`config.mk`:
```
export PLATFORM = sky130hd
export DESIGN_NAME = adc_to_seven_segment_temp
export DESIGN_NICKNAME = d
export VERILOG_FILES = /design/src/design/adcseg_pkg.sv /design/src/design/adcseg_scale.sv /design/src/design/adcseg_digits.sv /design/src/design/adc_to_seven_segment_temp.sv
export SDC_FILE = /design/constraint.sdc
export NUM_CORES = 1
export LEC_CHECK = 0
export BUFFER_PORTS_ARGS = -buffer_cell sky130_fd_sc_hd__buf_2
export CAP_MARGIN = 20
export CORE_MARGIN = 5
export CORE_UTILIZATION = 70
export CTS_CLUSTER_SIZE = 30
export DETAILED_ROUTE_END_ITERATION = 10
export PLACE_DENSITY_LB_ADDON = 0.08
export SYNTH_ARGS = -nofsm -noshare
export SYNTH_HDL_FRONTEND = slang
export SYNTH_SLANG_ARGS = --single-unit
export TNS_END_PERCENT = 5
```
`constraint.sdc`:
```
create_clock -name i_clk -period 15.7 [get_ports i_clk]
set_clock_uncertainty 0.1 [all_clocks]
set_input_delay 2.355 -clock i_clk [delete_from_list [all_inputs] [get_ports i_clk]]
set_output_delay 2.355 -clock i_clk [all_outputs]
set_load 0.05 [all_outputs]
```
`src/design/adcseg_pkg.sv`:
```
// adcseg_pkg: shared constants, types and helper functions for the adc to
// seven-segment reading pipeline. No dependencies.
`timescale 1ns / 1ps
`default_nettype none

package adcseg_pkg;

    // default sizes of the block
    localparam int ADC_BITS_DEF    = 10;
    localparam int DIGIT_COUNT_DEF = 4;

    // calibration register
    localparam int                  OFFSET_W     = 17;
    localparam logic [OFFSET_W-1:0] OFFSET_RESET = 17'd32431;

    // result word
    localparam int READING_W    = 14;
    localparam int SEG_W        = 7;
    localparam int SHOWN_DIGITS = 4;

    // scaling: value = (sample*100 - offset) * 50 / 61
    localparam int SAMPLE_SCALE = 100;
    localparam int SCALE_NUM    = 50;
    localparam int SCALE_DEN    = 61;

    // range flags that travel with a word
    typedef struct packed {
        logic over;
        logic under;
    } t_range;

    // ten to the power k, elaboration only
    function automatic longint pow10(input int k);
        longint acc;
        acc = 1;
        for (int i = 0; i < k; i++) begin
            acc = acc * 10;
        end
        return acc;
    endfunction

    // segment code in gfedcba order
    function automatic logic [SEG_W-1:0] seg_code(input logic [3:0] digit);
        logic [SEG_W-1:0] code;
        unique case (digit)
            4'd0:    code = 7'h3F;
            4'd1:    code = 7'h06;
            4'd2:    code = 7'h5B;
            4'd3:    code = 7'h4F;
            4'd4:    code = 7'h66;
            4'd5:    code = 7'h6D;
            4'd6:    code = 7'h7D;
            4'd7:    code = 7'h07;
            4'd8:    code = 7'h7F;
            4'd9:    code = 7'h6F;
            default: code = '0;
        endcase
        return code;
    endfunction

endpackage

`default_nettype wire

```
`src/design/adcseg_scale.sv`:
```
// adcseg_scale: input register, offset and scale, saturation and exact
// division by 61 through a reciprocal multiply. Uses adcseg_pkg.
`timescale 1ns / 1ps
`default_nettype none

module adcseg_scale
    import adcseg_pkg::*;
#(
    parameter int ADC_BITS    = ADC_BITS_DEF,
    parameter int DIGIT_COUNT = DIGIT_COUNT_DEF,
    localparam int VAL_W      = $clog2(pow10(DIGIT_COUNT))
) (
    input  wire logic                i_clk,
    input  wire logic                i_rst_n,
    input  wire logic                i_valid,
    output      logic                o_stall,
    input  wire logic [ADC_BITS-1:0] i_adc_sample,
    input  wire logic [OFFSET_W-1:0] i_offset_centi,
    output      logic                o_valid,
    input  wire logic                i_stall,
    output      logic [VAL_W-1:0]    o_value,
    output      t_range              o_range
);

    // scaled numerator p = sample*5000 - offset*50, signed
    localparam int FULL_W = ((ADC_BITS + 13 > OFFSET_W + 6) ? ADC_BITS + 13 : OFFSET_W + 6) + 1;
    // p at or above this saturates
    localparam longint LIMIT_P = longint'(SCALE_DEN) * pow10(DIGIT_COUNT);
    localparam int     PW      = $clog2(LIMIT_P);
    localparam int     CMP_W   = (FULL_W > PW + 1) ? FULL_W : PW + 1;
    // exact reciprocal of 61 for a PW-bit dividend
    localparam int     RL      = $clog2(SCALE_DEN);
    localparam int     SHIFT   = PW + RL;
    localparam longint RECIP   = ((64'sd1 <<< SHIFT) + SCALE_DEN - 1) / SCALE_DEN;
    localparam int     PROD_W  = 2 * PW + 1;

    localparam logic signed [CMP_W-1:0] OVER_P  = CMP_W'(LIMIT_P);
    localparam logic signed [CMP_W-1:0] UNDER_P = CMP_W'(-(SCALE_DEN - 1));
    localparam logic [VAL_W-1:0]        MAX_VAL = VAL_W'(pow10(DIGIT_COUNT) - 1);

    logic                r_vld_a, r_vld_b, r_vld_c;
    logic                rdy_a, rdy_b, rdy_c;
    logic [ADC_BITS-1:0] r_sample;
    logic [PW-1:0]       r_p;
    logic [PW-1:0]       n_p;
    t_range              r_range_b, n_range_b, r_range_c;
    logic [VAL_W-1:0]    r_value, n_value;

    logic signed [FULL_W-1:0] p_full;
    logic signed [CMP_W-1:0]  p_ext;
    logic [PROD_W-1:0]        prod;

    // per-stage ready, bubbles collapse
    assign rdy_c   = !r_vld_c || !i_stall;
    assign rdy_b   = !r_vld_b || rdy_c;
    assign rdy_a   = !r_vld_a || rdy_b;
    assign o_stall = !rdy_a;

    // stage a: input register
    always_ff @(posedge i_clk) begin
        if (!i_rst_n) begin
            r_vld_a <= 1'b0;
        end else if (rdy_a) begin
            r_vld_a <= i_valid;
        end
    end

    always_ff @(posedge i_clk) begin
        if (rdy_a && i_valid) begin
            r_sample <= i_adc_sample;
        end
    end

    // stage b: numerator and range checks
    assign p_full = $signed(FULL_W'(r_sample) * FULL_W'(SAMPLE_SCALE * SCALE_NUM))
                  - $signed(FULL_W'(i_offset_centi) * FULL_W'(SCALE_NUM));
    assign p_ext  = CMP_W'(p_full);

    always_comb begin
        n_range_b.under = (p_ext < UNDER_P);
        n_range_b.over  = (p_ext >= OVER_P);
        // small negatives truncate to a plain zero
        if (p_ext < 0 || n_range_b.over) begin
            n_p = '0;
        end else begin
            n_p = p_ext[PW-1:0];
        end
    end

    always_ff @(posedge i_clk) begin
        if (!i_rst_n) begin
            r_vld_b <= 1'b0;
        end else if (rdy_b) begin
            r_vld_b <= r_vld_a;
        end
    end

    always_ff @(posedge i_clk) begin
        if (rdy_b && r_vld_a) begin
            r_p       <= n_p;
            r_range_b <= n_range_b;
        end
    end

    // stage c: divide by 61, saturate
    assign prod = PROD_W'(r_p) * PROD_W'(RECIP);

    always_comb begin
        if (r_range_b.over) begin
            n_value = MAX_VAL;
        end else begin
            n_value = VAL_W'(prod >> SHIFT);
        end
    end

    always_ff @(posedge i_clk) begin
        if (!i_rst_n) begin
            r_vld_c <= 1'b0;
        end else if (rdy_c) begin
            r_vld_c <= r_vld_b;
        end
    end

    always_ff @(posedge i_clk) begin
        if (rdy_c && r_vld_b) begin
            r_value   <= n_value;
            r_range_c <= r_range_b;
        end
    end

    assign o_valid = r_vld_c;
    assign o_value = r_value;
    assign o_range = r_range_c;

endmodule

`default_nettype wire

```
`src/design/adcseg_digits.sv`:
```
// adcseg_digits: decimal split of the saturated reading and seven-segment
// encoding with leading-digit blanking. Uses adcseg_pkg.
`timescale 1ns / 1ps
`default_nettype none

module adcseg_digits
    import adcseg_pkg::*;
#(
    parameter int DIGIT_COUNT = DIGIT_COUNT_DEF,
    localparam int VAL_W      = $clog2(pow10(DIGIT_COUNT))
) (
    input  wire logic                                i_clk,
    input  wire logic                                i_rst_n,
    input  wire logic                                i_valid,
    output      logic                                o_stall,
    input  wire logic [VAL_W-1:0]                    i_value,
    input  wire t_range                              i_range,
    output      logic                                o_valid,
    input  wire logic                                i_stall,
    output      logic [READING_W-1:0]                o_reading_centi,
    output      logic [SHOWN_DIGITS-1:0][SEG_W-1:0]  o_segs,
    output      t_range                              o_range
);

    localparam int EXT_W = (VAL_W > READING_W) ? VAL_W : READING_W;
    localparam int PRW   = 2 * VAL_W + 1;

    logic                                 r_vld_d, r_vld_e;
    logic                                 rdy_d, rdy_e;
    logic [DIGIT_COUNT-1:0][VAL_W-1:0]    r_t, n_t;
    t_range                               r_range_d, r_range_e;
    logic [SHOWN_DIGITS-1:0][SEG_W-1:0]   r_segs, n_segs;
    logic [READING_W-1:0]                 r_reading, n_reading;
    logic [EXT_W-1:0]                     value_ext;

    assign rdy_e   = !r_vld_e || !i_stall;
    assign rdy_d   = !r_vld_d || rdy_e;
    assign o_stall = !rdy_d;

    // stage d: value / 10^k for each position, all in parallel
    for (genvar k = 0; k < DIGIT_COUNT; k++) begin : g_quot
        localparam longint DIV   = pow10(k);
        localparam int     SH    = VAL_W + $clog2(DIV);
        localparam longint RECIP = ((64'sd1 <<< SH) + DIV - 1) / DIV;
        logic [PRW-1:0] prod;
        assign prod   = PRW'(i_value) * PRW'(RECIP);
        assign n_t[k] = VAL_W'(prod >> SH);
    end

    always_ff @(posedge i_clk) begin
        if (!i_rst_n) begin
            r_vld_d <= 1'b0;
        end else if (rdy_d) begin
            r_vld_d <= i_valid;
        end
    end

    always_ff @(posedge i_clk) begin
        if (rdy_d && i_valid) begin
            r_t       <= n_t;
            r_range_d <= i_range;
        end
    end

    // stage e: digit = q(k) - 10*q(k+1), blank above the leading digit
    for (genvar k = 0; k < SHOWN_DIGITS; k++) begin : g_seg
        if (k < DIGIT_COUNT) begin : g_used
            logic [VAL_W-1:0] upper_x10;
            logic [VAL_W-1:0] digit;
            if (k + 1 < DIGIT_COUNT) begin : g_mid
                assign upper_x10 = VAL_W'(r_t[k+1] * VAL_W'(10));
            end else begin : g_top
                assign upper_x10 = '0;
            end
            assign digit = r_t[k] - upper_x10;
            if (k == 0) begin : g_ones
                assign n_segs[k] = seg_code(digit[3:0]);
            end else begin : g_upper
                assign n_segs[k] = (r_t[k] != '0) ? seg_code(digit[3:0]) : '0;
            end
        end else begin : g_unused
            assign n_segs[k] = '0;
        end
    end

    assign value_ext = EXT_W'(r_t[0]);
    assign n_reading = value_ext[READING_W-1:0];

    always_ff @(posedge i_clk) begin
        if (!i_rst_n) begin
            r_vld_e <= 1'b0;
        end else if (rdy_e) begin
            r_vld_e <= r_vld_d;
        end
    end

    always_ff @(posedge i_clk) begin
        if (rdy_e && r_vld_d) begin
            r_segs    <= n_segs;
            r_reading <= n_reading;
            r_range_e <= r_range_d;
        end
    end

    assign o_valid         = r_vld_e;
    assign o_reading_centi = r_reading;
    assign o_segs          = r_segs;
    assign o_range         = r_range_e;

endmodule

`default_nettype wire

```
`src/design/adc_to_seven_segment_temp.sv`:
```
// Path: an accepted word moves through the register stages below in order, then shows on o_valid.
// Throughput: one word per cycle while i_stall is low; five register stages (input, numerator,
// divide by 61, decimal split, segment encode) each hold one word.
// Reset: synchronous, active low; clears all stage valid bits and loads the
// calibration offset with 32431.
// Top level: calibration register and the two pipeline halves. Uses adcseg_pkg.
`timescale 1ns / 1ps
`default_nettype none

module adc_to_seven_segment_temp
    import adcseg_pkg::*;
#(
    parameter int ADC_BITS    = ADC_BITS_DEF,
    parameter int DIGIT_COUNT = DIGIT_COUNT_DEF
) (
    input  wire logic                 i_clk,
    input  wire logic                 i_rst_n,
    input  wire logic                 i_cfg_we,
    input  wire logic [OFFSET_W-1:0]  i_cfg_data,
    input  wire logic                 i_valid,
    output      logic                 o_stall,
    input  wire logic [ADC_BITS-1:0]  i_adc_sample,
    output      logic                 o_valid,
    input  wire logic                 i_stall,
    output      logic [READING_W-1:0] o_reading_centi,
    output      logic [SEG_W-1:0]     o_seg_thousands,
    output      logic [SEG_W-1:0]     o_seg_hundreds,
    output      logic [SEG_W-1:0]     o_seg_tens,
    output      logic [SEG_W-1:0]     o_seg_ones,
    output      logic                 o_over_range,
    output      logic                 o_under_range
);

    localparam int VAL_W = $clog2(pow10(DIGIT_COUNT));

    logic [OFFSET_W-1:0]                r_offset_centi;
    logic                               mid_valid, mid_stall;
    logic [VAL_W-1:0]                   mid_value;
    t_range                             mid_range, out_range;
    logic [SHOWN_DIGITS-1:0][SEG_W-1:0] segs;

    // calibration offset
    always_ff @(posedge i_clk) begin
        if (!i_rst_n) begin
            r_offset_centi <= OFFSET_RESET;
        end else if (i_cfg_we) begin
            r_offset_centi <= i_cfg_data;
        end
    end

    // offset, scale and saturate
    adcseg_scale #(
        .ADC_BITS    (ADC_BITS),
        .DIGIT_COUNT (DIGIT_COUNT)
    ) u_scale (
        .i_clk          (i_clk),
        .i_rst_n        (i_rst_n),
        .i_valid        (i_valid),
        .o_stall        (o_stall),
        .i_adc_sample   (i_adc_sample),
        .i_offset_centi (r_offset_centi),
        .o_valid        (mid_valid),
        .i_stall        (mid_stall),
        .o_value        (mid_value),
        .o_range        (mid_range)
    );

    // decimal digits and segment codes
    adcseg_digits #(
        .DIGIT_COUNT (DIGIT_COUNT)
    ) u_digits (
        .i_clk           (i_clk),
        .i_rst_n         (i_rst_n),
        .i_valid         (mid_valid),
        .o_stall         (mid_stall),
        .i_value         (mid_value),
        .i_range         (mid_range),
        .o_valid         (o_valid),
        .i_stall         (i_stall),
        .o_reading_centi (o_reading_centi),
        .o_segs          (segs),
        .o_range         (out_range)
    );

    assign o_seg_ones      = segs[0];
    assign o_seg_tens      = segs[1];
    assign o_seg_hundreds  = segs[2];
    assign o_seg_thousands = segs[3];
    assign o_over_range    = out_range.over;
    assign o_under_range   = out_range.under;

`ifndef SYNTHESIS
    // a reading cannot be both saturated and clamped
    a_flags_exclusive: assert property (@(posedge i_clk) disable iff (!i_rst_n)
        o_valid |-> !(o_over_range && o_under_range))
        else $error("over and under range set together");

    // a clamped reading shows a single zero
    a_under_zero: assert property (@(posedge i_clk) disable iff (!i_rst_n)
        (o_valid && o_under_range) |->
            (o_reading_centi == '0 && o_seg_ones == seg_code(4'd0) && o_seg_tens == '0))
        else $error("clamped reading not shown as zero");

    // the ones digit is never blank
    a_ones_shown: assert property (@(posedge i_clk) disable iff (!i_rst_n)
        o_valid |-> (o_seg_ones != '0))
        else $error("ones digit blank");

    // no gap in the shown digits below a lit thousands digit
    a_no_gap: assert property (@(posedge i_clk) disable iff (!i_rst_n)
        (o_valid && o_seg_thousands != '0) |-> (o_seg_hundreds != '0 && o_seg_tens != '0))
        else $error("blank digit below a shown one");
`endif

endmodule

`default_nettype wire

```
### After elaboration in Yosys (flattened, before gate mapping)

Memory sizes are Yosys's and may differ from the RTL's. A register that Yosys moved wholly into a read port is not among the register bits.
Cells that the tools add are included.

| storage, ports and cells | value |
|---|---|
| output and inout port bits | 46 |
| word-level logic and storage cells | 66 |
| memories | 4 |
| input port bits | 32 |
| register bits | 126 |
| ROM bits | 448 |

| operators by class | value |
|---|---|
| add/sub/neg operators | 4 |
| multipliers | 9 |
| reduce and logical (&&, ||, !) cells | 24 |
| magnitude comparators | 3 |

Memory list:

| name | words | bits a word | rd ports | clocked after Yosys merged registers in | write ports | RTL line | source |
|---|---|---|---|---|---|---|---|
| (no name shown) | 16 | 7 | 1 | 1 | 0 | adcseg_pkg.sv:45 | `unique case (digit)` |
| (no name shown) | 16 | 7 | 1 | 1 | 0 | adcseg_pkg.sv:45 |  |
| (no name shown) | 16 | 7 | 1 | 1 | 0 | adcseg_pkg.sv:45 |  |
| (no name shown) | 16 | 7 | 1 | 1 | 0 | adcseg_pkg.sv:45 |  |

Operator list:

| kind | number |
|---|---|
| $reduce_bool A14 Y1 | 3 |
| $mul A20 B20 Y39 const B | 1 |
| $mul A14 B15 Y29 const B | 1 |
| $mul A14 B14 Y28 const B | 1 |
| $mul A14 B13 Y27 const B | 1 |
| $ge A24 B21 Y1 const B | 1 |
| $lt A24 B1 Y1 const B | 1 |
| $lt A24 B7 Y1 const B | 1 |
| $sub A23 B23 Y24 | 1 |
| $mul A17 B5 Y22 const B | 1 |
| $mul A10 B10 Y20 const B | 1 |
| $sub A4 B4 Y4 | 3 |
| $mul A11 B3 Y3 const B | 1 |
| $logic_not A1 Y1 | 10 |
| $mul A8 B3 Y3 const B | 1 |
| $logic_or A1 B1 Y1 | 6 |
| $logic_and A1 B1 Y1 | 5 |
| $mul A5 B3 Y3 const B | 1 |

### Logic depth before layout (Yosys ltp)

Gate-level depths: netlist (run 1).

| depth | value |
|---|---|
| depth in word-level cells | 7 |
| gate-level depth with buffers | 27 |
| gate-level depth less buffers | 25 |

### By module

From an unflattened synthesis (run 1), not the netlist that was laid out.

| second synthesis, totals | value |
|---|---|
| cells, all modules | 2503 |
| area, all modules | 25207.9 um^2 |

By module, submodules not included:

| module | cells each | sequential area each (um^2) | instances | area an instance (um^2) |
|---|---|---|---|---|
| adcseg_digits | 1182 | 2562.5 | 1 | 12400.6 |
| adcseg_scale | 1267 | 1471.4 | 1 | 12185.4 |
| adc_to_seven_segment_temp | 54 | 340.3 | 1 | 621.8 |

### Least setup slack after synthesis (run 1)

No wires, ideal clock.

| timing | value |
|---|---|
| path type | input-to-reg |
| from | input port i_stall |
| to | register u_digits.r_range_e, in the netlist u_digits.o_range[0], enable pin |
| path buffers | 0 |
| setup slack | 9.496 ns |
| data required time | 15.087 ns |
| arrival time | 5.591 ns |
| stages | 1 |
| setup time | 0.512 ns |
| cells stage by stage | a21boi_0 |

| on the way | value |
|---|---|
| cells in the longest elaborated chain, start to end | 3 |

Ends and longest elaborated chain:

| what | RTL line | source |
|---|---|---|
| from (decl) | adc_to_seven_segment_temp.sv:24 | `input wire logic i_stall,` |
| $logic_not A1 Y1 | adcseg_digits.sv:36 | `assign rdy_e = !r_vld_e \|\| !i_stall;` |
| $logic_or A1 B1 Y1 | adcseg_digits.sv:36 |  |
| $logic_and A1 B1 Y1 | adcseg_digits.sv:98 | `if (rdy_e && r_vld_d) begin` |
| to (signal assigned) | adcseg_digits.sv:101 | `r_range_e <= r_range_d;` |
| to (decl) | adcseg_digits.sv:31 | `t_range r_range_d, r_range_e;` |

No other way between the ends.
A chain may end at the register's enable or synchronous reset.

### Worst setup path after layout (run 1)

| timing | value |
|---|---|
| from | register u_scale.r_sample[3] |
| to | register u_scale.r_p[13] (data pin) |

| on the way | value |
|---|---|
| cells in the longest elaborated chain, start to end | 4 |
| elaborated cells on any way between the ends | 5 |
| those cells by class | add/sub (1); mul (1); order compare (2); reduce/logical (1) |

Ends and longest elaborated chain:

| what | RTL line | source |
|---|---|---|
| from (decl) | adcseg_scale.sv:43 | `logic [ADC_BITS-1:0] r_sample;` |
| from (signal assigned) | adcseg_scale.sv:70 | `r_sample <= i_adc_sample;` |
| $mul A10 B10 Y20 * | adcseg_scale.sv:75 | `assign p_full = $signed(FULL_W'(r_sample) * FULL_W'(SAMPLE_SCALE * SCALE_NUM))` |
| $sub A23 B23 Y24 * | adcseg_scale.sv:76 | `- $signed(FULL_W'(i_offset_centi) * FULL_W'(SCALE_NUM));` |
| $lt A24 B1 Y1 or $ge A24 B21 Y1 (tied branches) | adcseg_scale.sv:83, adcseg_scale.sv:81 |  |
| $logic_or A1 B1 Y1 | adcseg_scale.sv:83 | `if (p_ext < 0 \|\| n_range_b.over) begin` |
| to (signal assigned) | adcseg_scale.sv:100 | `r_p <= n_p;` |
| to (decl) | adcseg_scale.sv:44 | `logic [PW-1:0] r_p;` |

Mark *: on every way between the ends. The rest lies on a longest branch, timed or not.

==> flow_summary.yaml, run 1 <==
clock_tree:
  clock-sinks: 153
  clkTransAtPathRegs_ps: 70
  cts_buffer_depth: 2
  cts_made_buffers: 17
  cts_resized: 0
  clock_latency_ps: 440
  tritoncts: "yes"
  cts_setup_buffers: 0
  postCtsHoldBufs: 0
  clockRootBuffer: "clkbuf_16"
  h-tree-depth: 4
detailed_routing:
  vias: 17100
  viasPerCell: 5.75
  postRouteAntennaNets: 0
  drtIter0Drc: 734
  post_drt_wl_per_cell_um: 18.1
  drc: 0
  drt-pass1-iter-count: 5
  wirelength_um: 53700
synthesis:
  yosys_warnings: 0
  synth_top_family_by_area: "adder cells"
  synth-edff-count: 131
  synth_compound_area_frac: 0.0826
  avgSynthCellArea_sq_um: 10.3
  synthAdderAreaFrac: 0.534
  synthMuxAreaShare: 0.00541
  synth_seq_cells: 153
  yosys.area_share.xor_xnor: 0.0294
  syn_nets: 3337
  ys_seq_area_frac: 0.177
  synth_cell_type_count: 74
  synth_area_sq_mm: 0.0247
  ys.flop_type: "edfxtp_1"
  synth-simple-area-share: 0.0761
  synth_cells: 2412
  async_flop_share: 0
hold_path:
  hold_class: "register to register"
  holdPathStages: 0
setup_path:
  critical_path.max_fanout: 19
  max_stage_delay_ps: 860
  critPathBufInv: 3
  path_delay_family: "adder cells"
  rr_worst_depth: 24
  slowest_stage: "and2_1"
  path_cells: "inv_1 > fa_1 > inv_1 > ha_1 > ha_1 > ha_1 > fa_1 > ha_1 > a21oi_1 > nor2b_1 > nor2_1 > inv_1 > a21oi_1 > xnor2_1 > ha_1 > a21oi_1 > o21bai_1 > a21oi_1 > a21boi_1 > a21boi_0 > o21a_1 > o21ai_0 > and2_1 > nor3_1"
  worst-path-stages: 24
  worstPathRequired_ps: 15750
  cp-start-kind: "register"
  critical_path_arrival_ps: 6950
  crit_type: "register to register"
  cpMostUsedCell: "ha_1"
  end_kind: "register"
floorplanning:
  die_h_um: 198
  die_w_um: 198
  start_util: 0.712
  core_sq_mm: 0.0347
  num_io_pins: 78
  die_area_sq_mm: 0.0392
  rows: 68
timing:
  max_freq_mhz: 145
  max-slew-margin-rel: 0.299
  tightest_slew_ps: 1050
  setup_ws_ps: 8800
  rsz0062_at_grt: "false"
  final.min_clock_period_ps: 6900
  fin_setup_tns_ps: 0
  hold_viol: 0
  period_share: 0.440
  maxSlewViolCount: 0
  setup_viol: 0
layout:
  layout-drive-gt1-share: 0.0645
  final_nets: 3425
  final_cell_mix: "ha_1 (621), inv_1 (603), fa_1 (272)"
  area_delta_synth_final_pct: 6.39
  layout_commonest_cell: "ha_1"
  multi_input_comb_area_sq_mm: 0.0180
  seq_area_sq_mm: 0.00437
  fill_cells: 2472
  finalCoreUtilization: 0.758
  antennaDiodeCount: 0
status:
  status: "completed"
placed_design:
  pre_cts_ws_ps: 8880
  hpwl_um: 45100
  io_buffers: 77
  routabilityCongestion: 0.907
grt:
  antenna_found_initial: 0
  overflow: 0
  grt_pass1_wl_um: 89500
  grt_max_degree: 45
  gr-usage-all-layers: 0.287
  grt_pass1_vias: 18500
run:
  drv_cap: 0
[metal layers]
metal  GRT usage  wire length (um)  vias to the layer above
li1            -                 -                     8199
met1       0.333             21200                     8336
met2       0.531             27900                      396
met3      0.0415              2240                      125
met4       0.118              2320                        0
met5           0                 0                        -
[cell families after synthesis]
logic type | count (synthesis)
simple gates | 348
buf+inv | 621
flops | 153
fa+ha+maj | 893
mux | 13
xor+xnor | 83
compound gates | 301
[final timing paths]
check	from	endpoint	slack [ps]
max	u_scale.r_sample[3]	u_scale.r_p[13]	8800
min	u_scale.r_range_b[0]	u_scale.o_range[0]	320
max reg2reg	u_scale.r_sample[3]	u_scale.r_p[13]	8800
min reg2reg	u_scale.r_range_b[0]	u_scale.o_range[0]	320
[through the flow]
stage	instance area (sq um)	hold slack [ps]	cells
2_1_floorplan	24700	300	2412
3_3_place_gp	25700	302	2934
3_5_place_dp	25700	306	2934
4_1_cts	26300	321	2965
5_1_grt	26300	327	2967
6_report	26300	322	2967
[cell type report]
| cell class | instances | area share |
|---|---|---|
| inverters | 603 | 0.0860 |
| flip-flops and latches | 153 | 0.166 |
| multi-input cells | 1638 | 0.685 |
| repair buffers | 87 | 0.0179 |
| clock buffers | 18 | 0.0163 |
| clock inverters | 13 | 0.00685 |
| well taps | 455 | 0.0216 |
[synthesized netlist by cell type (16+ instances only)]
library cell | instances | area, sq um
xor2_1 | 28 | 245
dfxtp_1 | 22 | 440
xnor2_1 | 55 | 482
a21o_1 | 31 | 233
fa_1 | 272 | 5450
o21ai_0 | 43 | 215
nor2b_1 | 28 | 175
ha_1 | 621 | 7770
edfxtp_1 | 131 | 3930
nand3_1 | 26 | 130
inv_1 | 603 | 2260
o21a_1 | 23 | 173
nor2_1 | 75 | 282
nand2b_1 | 16 | 100
a21oi_1 | 81 | 405
nand2_1 | 74 | 278
and3_1 | 18 | 113
nor3_1 | 28 | 140
o211ai_1 | 23 | 173
[flip-flops by register name, summed over array words and instances, names as in the netlist, 2 cells and up]
register / cells
u_scale.r_sample: 10
u_digits.r_range_d: 2
u_scale.r_p: 19
u_digits.n_reading: 14
u_digits.o_range: 2
u_scale.r_range_b: 2
u_digits.o_reading_centi: 14
u_digits.r_t: 24
r_offset_centi: 17
u_scale.o_range: 2
u_digits.o_segs: 28
u_scale.o_value: 14
Power of run 1 is not shown: default switching activity piles up to over one toggle a cycle in this logic, so the estimate is an artifact.
==> run 2, diff against run 1 <==
CORE_UTILIZATION = 59   (was 70)
clock period = 6.3 ns   (was 15.7 ns; I/O delays follow)
==> flow_summary.yaml, run 2 (synthesis gave the netlist of run 1 again) <==
timing:
  final.min_clock_period_ps: 6180
  setup_viol: 0
  setup_ws_ps: 121
  hold_viol: 0
  maxSlewViolCount: 0
  tightest_slew_ps: 1020
  max-slew-margin-rel: 0.319
  period_share: 0.981
  max_freq_mhz: 162
  rsz0062_at_grt: "true"
grt:
  overflow: 0
  gr-usage-all-layers: 0.243
  grt_util_met2: 0.457
  antenna_found_initial: 0
  grt_pass1_vias: 18500
  use_met1: 0.295
  grt_pass1_wl_um: 90800
  grt-busiest-layer: "met2"
  met3_usage: 0.0303
  grt_max_degree: 45
setup_path:
  worst-path-stages: 23
  path_delay_family: "adder cells"
  worstReg2RegEnd: "u_scale.o_value[13]"
  cp-start-kind: "register"
  worstPathRequired_ps: 6400
  slowest_stage: "fa_2"
  timing.critical_path.to: "u_scale.o_value[13]"
  crit_start: "u_scale.r_p[12]"
  critical_path.max_fanout: 3
  max_stage_delay_ps: 560
  r2r_setup_slack_ps: 120
  rr_worst_depth: 23
  critical_path_arrival_ps: 6280
  critPathBufInv: 6
  worstReg2RegStart: "u_scale.r_p[12]"
  crit_type: "register to register"
  end_kind: "register"
  path_cells: "buf_6 > ha_1 > inv_1 > fa_1 > inv_1 > ha_1 > inv_1 > fa_1 > fa_1 > fa_2 > inv_2 > fa_2 > ha_4 > a21o_1 > a311oi_1 > o211ai_1 > and3_4 > o2111ai_2 > buf_4 > and3_4 > o21ai_4 > a21oi_2 > mux2_4"
floorplanning:
  die_w_um: 215
  die_area_sq_mm: 0.0461
  start_util: 0.594
  die_h_um: 215
  rows: 75
  core_sq_mm: 0.0417
  num_io_pins: 78
status:
  status: "completed"
detailed_routing:
  drt-pass1-iter-count: 4
  drc: 0
  drtIter0Drc: 614
  postRouteAntennaNets: 0
  wirelength_um: 54900
  post_drt_wl_per_cell_um: 17.4
  viasPerCell: 5.42
  vias: 17100
clock_tree:
  cts_made_buffers: 17
  tritoncts: "yes"
  clockRootBuffer: "clkbuf_16"
  cts_buffer_depth: 2
  h-tree-depth: 4
  clock_latency_ps: 460
  clkTransAtPathRegs_ps: 70
  postCtsHoldBufs: 0
  clock-sinks: 153
placed_design:
  placed_area_sq_mm: 0.0265
  pre_cts_ws_ps: -119
  routabilityCongestion: 0.955
  io_buffers: 77
  hpwl_um: 47100
hold_path:
  hold_class: "register to register"
run:
  drv_cap: 0
layout:
  layout-drive-gt1-share: 0.135
  largest_register_ffs: 28
  final_nets: 3537
  layout_commonest_cell: "ha_1"
  final_cell_mix: "ha_1 (596), inv_1 (595), fa_1 (264)"
  area_delta_synth_final_pct: 12.5
  antennaDiodeCount: 0
  fin_area_sq_mm: 0.0278
run 2: cell types whose count changed in the layout (fill, tap and decap cells not counted), sizes merged:
cell      before  now
buf           87  199
clkinv         1    8
bufinv         3    0
clkbuf        18   17
clkinvlp       2    1
inv          610  609
run 2: final cells by class:
cell class / count / area (sq um)
multi-input combinational: 1638 / 18500
fill: 3282 / 13800
sequential: 153 / 4370
inverter: 603 / 2260
timing repair buffer: 199 / 1390
tap: 539 / 674
clock buffer: 17 / 425
clock inverter: 15 / 178
run 2: how the worst min path moves through the flow:
stage	startpoint	to	slack, ps	cells after the start
2_1_floorplan	u_digits.r_range_d[0]	u_digits.o_range[0]	300	0
3_3_place_gp	u_scale.o_range[0]	u_digits.r_range_d[0]	300	0
4_1_cts	u_digits.n_reading[11]	u_digits.o_reading_centi[11]	320	0
6_report	u_digits.n_reading[11]	u_digits.o_reading_centi[11]	320	0
3_5_place_dp	u_digits.n_reading[7]	u_digits.o_reading_centi[7]	300	0
5_1_grt	u_digits.n_reading[11]	u_digits.o_reading_centi[11]	330	0
run 2: what timing repair did:
item,in CTS,in global routing
gates resized for setup,6,100
pin swaps,10,62
buffers inserted,12,12
endpoints found under the setup margin,4,30
run 2: metal layers:
metal  up-vias  wire length [um]  part of all wire
li1       8431                 -                 -
met1      8391             23200              0.42
met2       239             28600              0.52
met3        87              1630             0.030
met4         0              1530             0.028
met5         -                 0                 0
run 2: stage by stage:
step / hold WS (ps) / setup TNS, ps / instances / util
6_report: 320 / 0 / 3164 / 0.668
5_1_grt: 326 / -184 / 3164 / 0.668
4_1_cts: 321 / 0 / 3150 / 0.653
3_5_place_dp: 305 / -245 / 3106 / 0.636
3_3_place_gp: 301 / -95.6 / 3106 / 0.636
2_1_floorplan: 300 / 0 / 2412 / -
Power of run 2 is left out for the same reason.
==> run 3, diff against run 2 <==
CELL_PAD_IN_SITES_DETAIL_PLACEMENT = 1   (was unset)
CELL_PAD_IN_SITES_GLOBAL_PLACEMENT = 1   (was unset)
CORE_UTILIZATION = 47   (was 59)
==> flow_summary.yaml, run 3 (synthesis gave the netlist of run 1 again) <==
floorplanning:
  num_io_pins: 78
  core_sq_mm: 0.0523
  rows: 84
  die_h_um: 239
  die_area_sq_mm: 0.0573
  start_util: 0.472
  die_w_um: 239
setup_path:
  crit_type: "register to register"
  worstPathRequired_ps: 6500
  critical_path_arrival_ps: 6370
  critical_path.max_fanout: 5
  end_kind: "register"
  cp-start-kind: "register"
clock_tree:
  cts_made_buffers: 17
  clkTransAtPathRegs_ps: 70
  clock_latency_ps: 480
  h-tree-depth: 4
  tritoncts: "yes"
  cts_buffer_depth: 2
  clock-sinks: 153
  clockRootBuffer: "clkbuf_16"
  postCtsHoldBufs: 0
timing:
  rsz0062_at_grt: "true"
  tightest_slew_ps: 942
  final.min_clock_period_ps: 6170
  maxSlewViolCount: 0
  max-slew-margin-rel: 0.371
  hold_viol: 0
  period_share: 0.979
  setup_viol: 0
  max_freq_mhz: 162
grt:
  grt_pass1_wl_um: 100000
  grt_pass1_vias: 19800
  grt_max_degree: 45
  antenna_found_initial: 1
  overflow: 0
  gr-usage-all-layers: 0.221
detailed_routing:
  drtIter0Drc: 556
  wirelength_um: 61700
  route.met3.wl_um: 1200
  highest_layer: "met4"
  post_drt_wl_per_cell_um: 18.6
  postRouteAntennaNets: 0
  vias: 17400
  viasPerCell: 5.25
  wl_met2_um: 33400
  drc: 0
  drt-pass1-iter-count: 5
  wl_met1_um: 25400
status:
  status: "completed"
layout:
  fin_cells: 3321
  layout-drive-gt1-share: 0.135
  antennaDiodeCount: 0
  area_delta_synth_final_pct: 13.5
  final_cell_mix: "ha_1 (600), inv_1 (598), fa_1 (266)"
  largest_register_ffs: 28
  finalCoreUtilization: 0.536
  final_nets: 3545
  layout_commonest_cell: "ha_1"
placed_design:
  dp_cells: 3254
  hpwl_um: 53000
  routabilityCongestion: 0.859
  io_buffers: 77
hold_path:
  hold_class: "register to register"
run:
  drv_cap: 0
-- run 3: final timing paths --
| path | start | endpoint | slack, ps | cells after the start |
|---|---|---|---|---|
| worst max-delay path | u_scale.r_sample[4] | u_scale.r_p[19] | 130 | 26 |
| worst min-delay path | u_digits.n_reading[8] | u_digits.o_reading_centi[8] | 320 | 0 |
| worst max register to register | u_scale.r_sample[4] | u_scale.r_p[19] | 130 | 26 |
| worst min register to register | u_digits.n_reading[8] | u_digits.o_reading_centi[8] | 320 | 0 |
-- run 3: metrics by stage --
| step | hold slack, ps | setup slack (ps) | TNS [ps] | cell area [sq um] |
|---|---|---|---|---|
| 3_3_place_gp | 301 | -3.64 | -3.64 | 26700 |
| 4_1_cts | 323 | 8.52 | 0 | 27300 |
| 2_1_floorplan | 300 | 212 | 0 | 24700 |
| 6_report | 324 | 130 | 0 | 28100 |
| 3_5_place_dp | 307 | -132 | -484 | 26700 |
| 5_1_grt | 329 | -53.6 | -615 | 28100 |
-- run 3: critical path: stages (launching register included) --
cell	delay, ps
edfxtp_1	370
inv_2	70
fa_1	540
inv_1	50
ha_1	270
inv_1	60
fa_1	550
inv_1	60
ha_1	330
ha_4	260
ha_4	250
nor2b_1	130
nor2_1	120
inv_1	50
a21oi_1	160
xnor2_1	90
ha_1	340
buf_4	160
and3_4	190
and2_4	170
nand4_1	130
and4b_1	250
or3_4	390
and2_1	160
a211o_4	370
buf_12	150
nor3b_4	220
-- run 3: area by class of cell --
cell class / instances / area [sq um]
fill: 5786 / 24300
sequential: 153 / 4380
tap: 688 / 861
inverter: 603 / 2260
timing repair buffer: 207 / 1460
clock buffer: 17 / 425
multi-input combinational: 1638 / 18500
clock inverter: 15 / 186
-- run 3: layer usage --
metal | global-route usage | up-vias
met2 | 0.423 | 164
li1 | - | 8430
met4 | 0.0662 | 0
met5 | 0 | -
met1 | 0.257 | 8747
met3 | 0.0253 | 91
-- run 3: repair_timing --
item	CTS	global route
setup buffers	2	30
pin swaps	5	59
endpoints found under the hold margin	0	0
gates cloned	0	2
endpoints found under the setup margin	24	30
gates resized for setup	12	84
Power of run 3 is left out for the same reason.
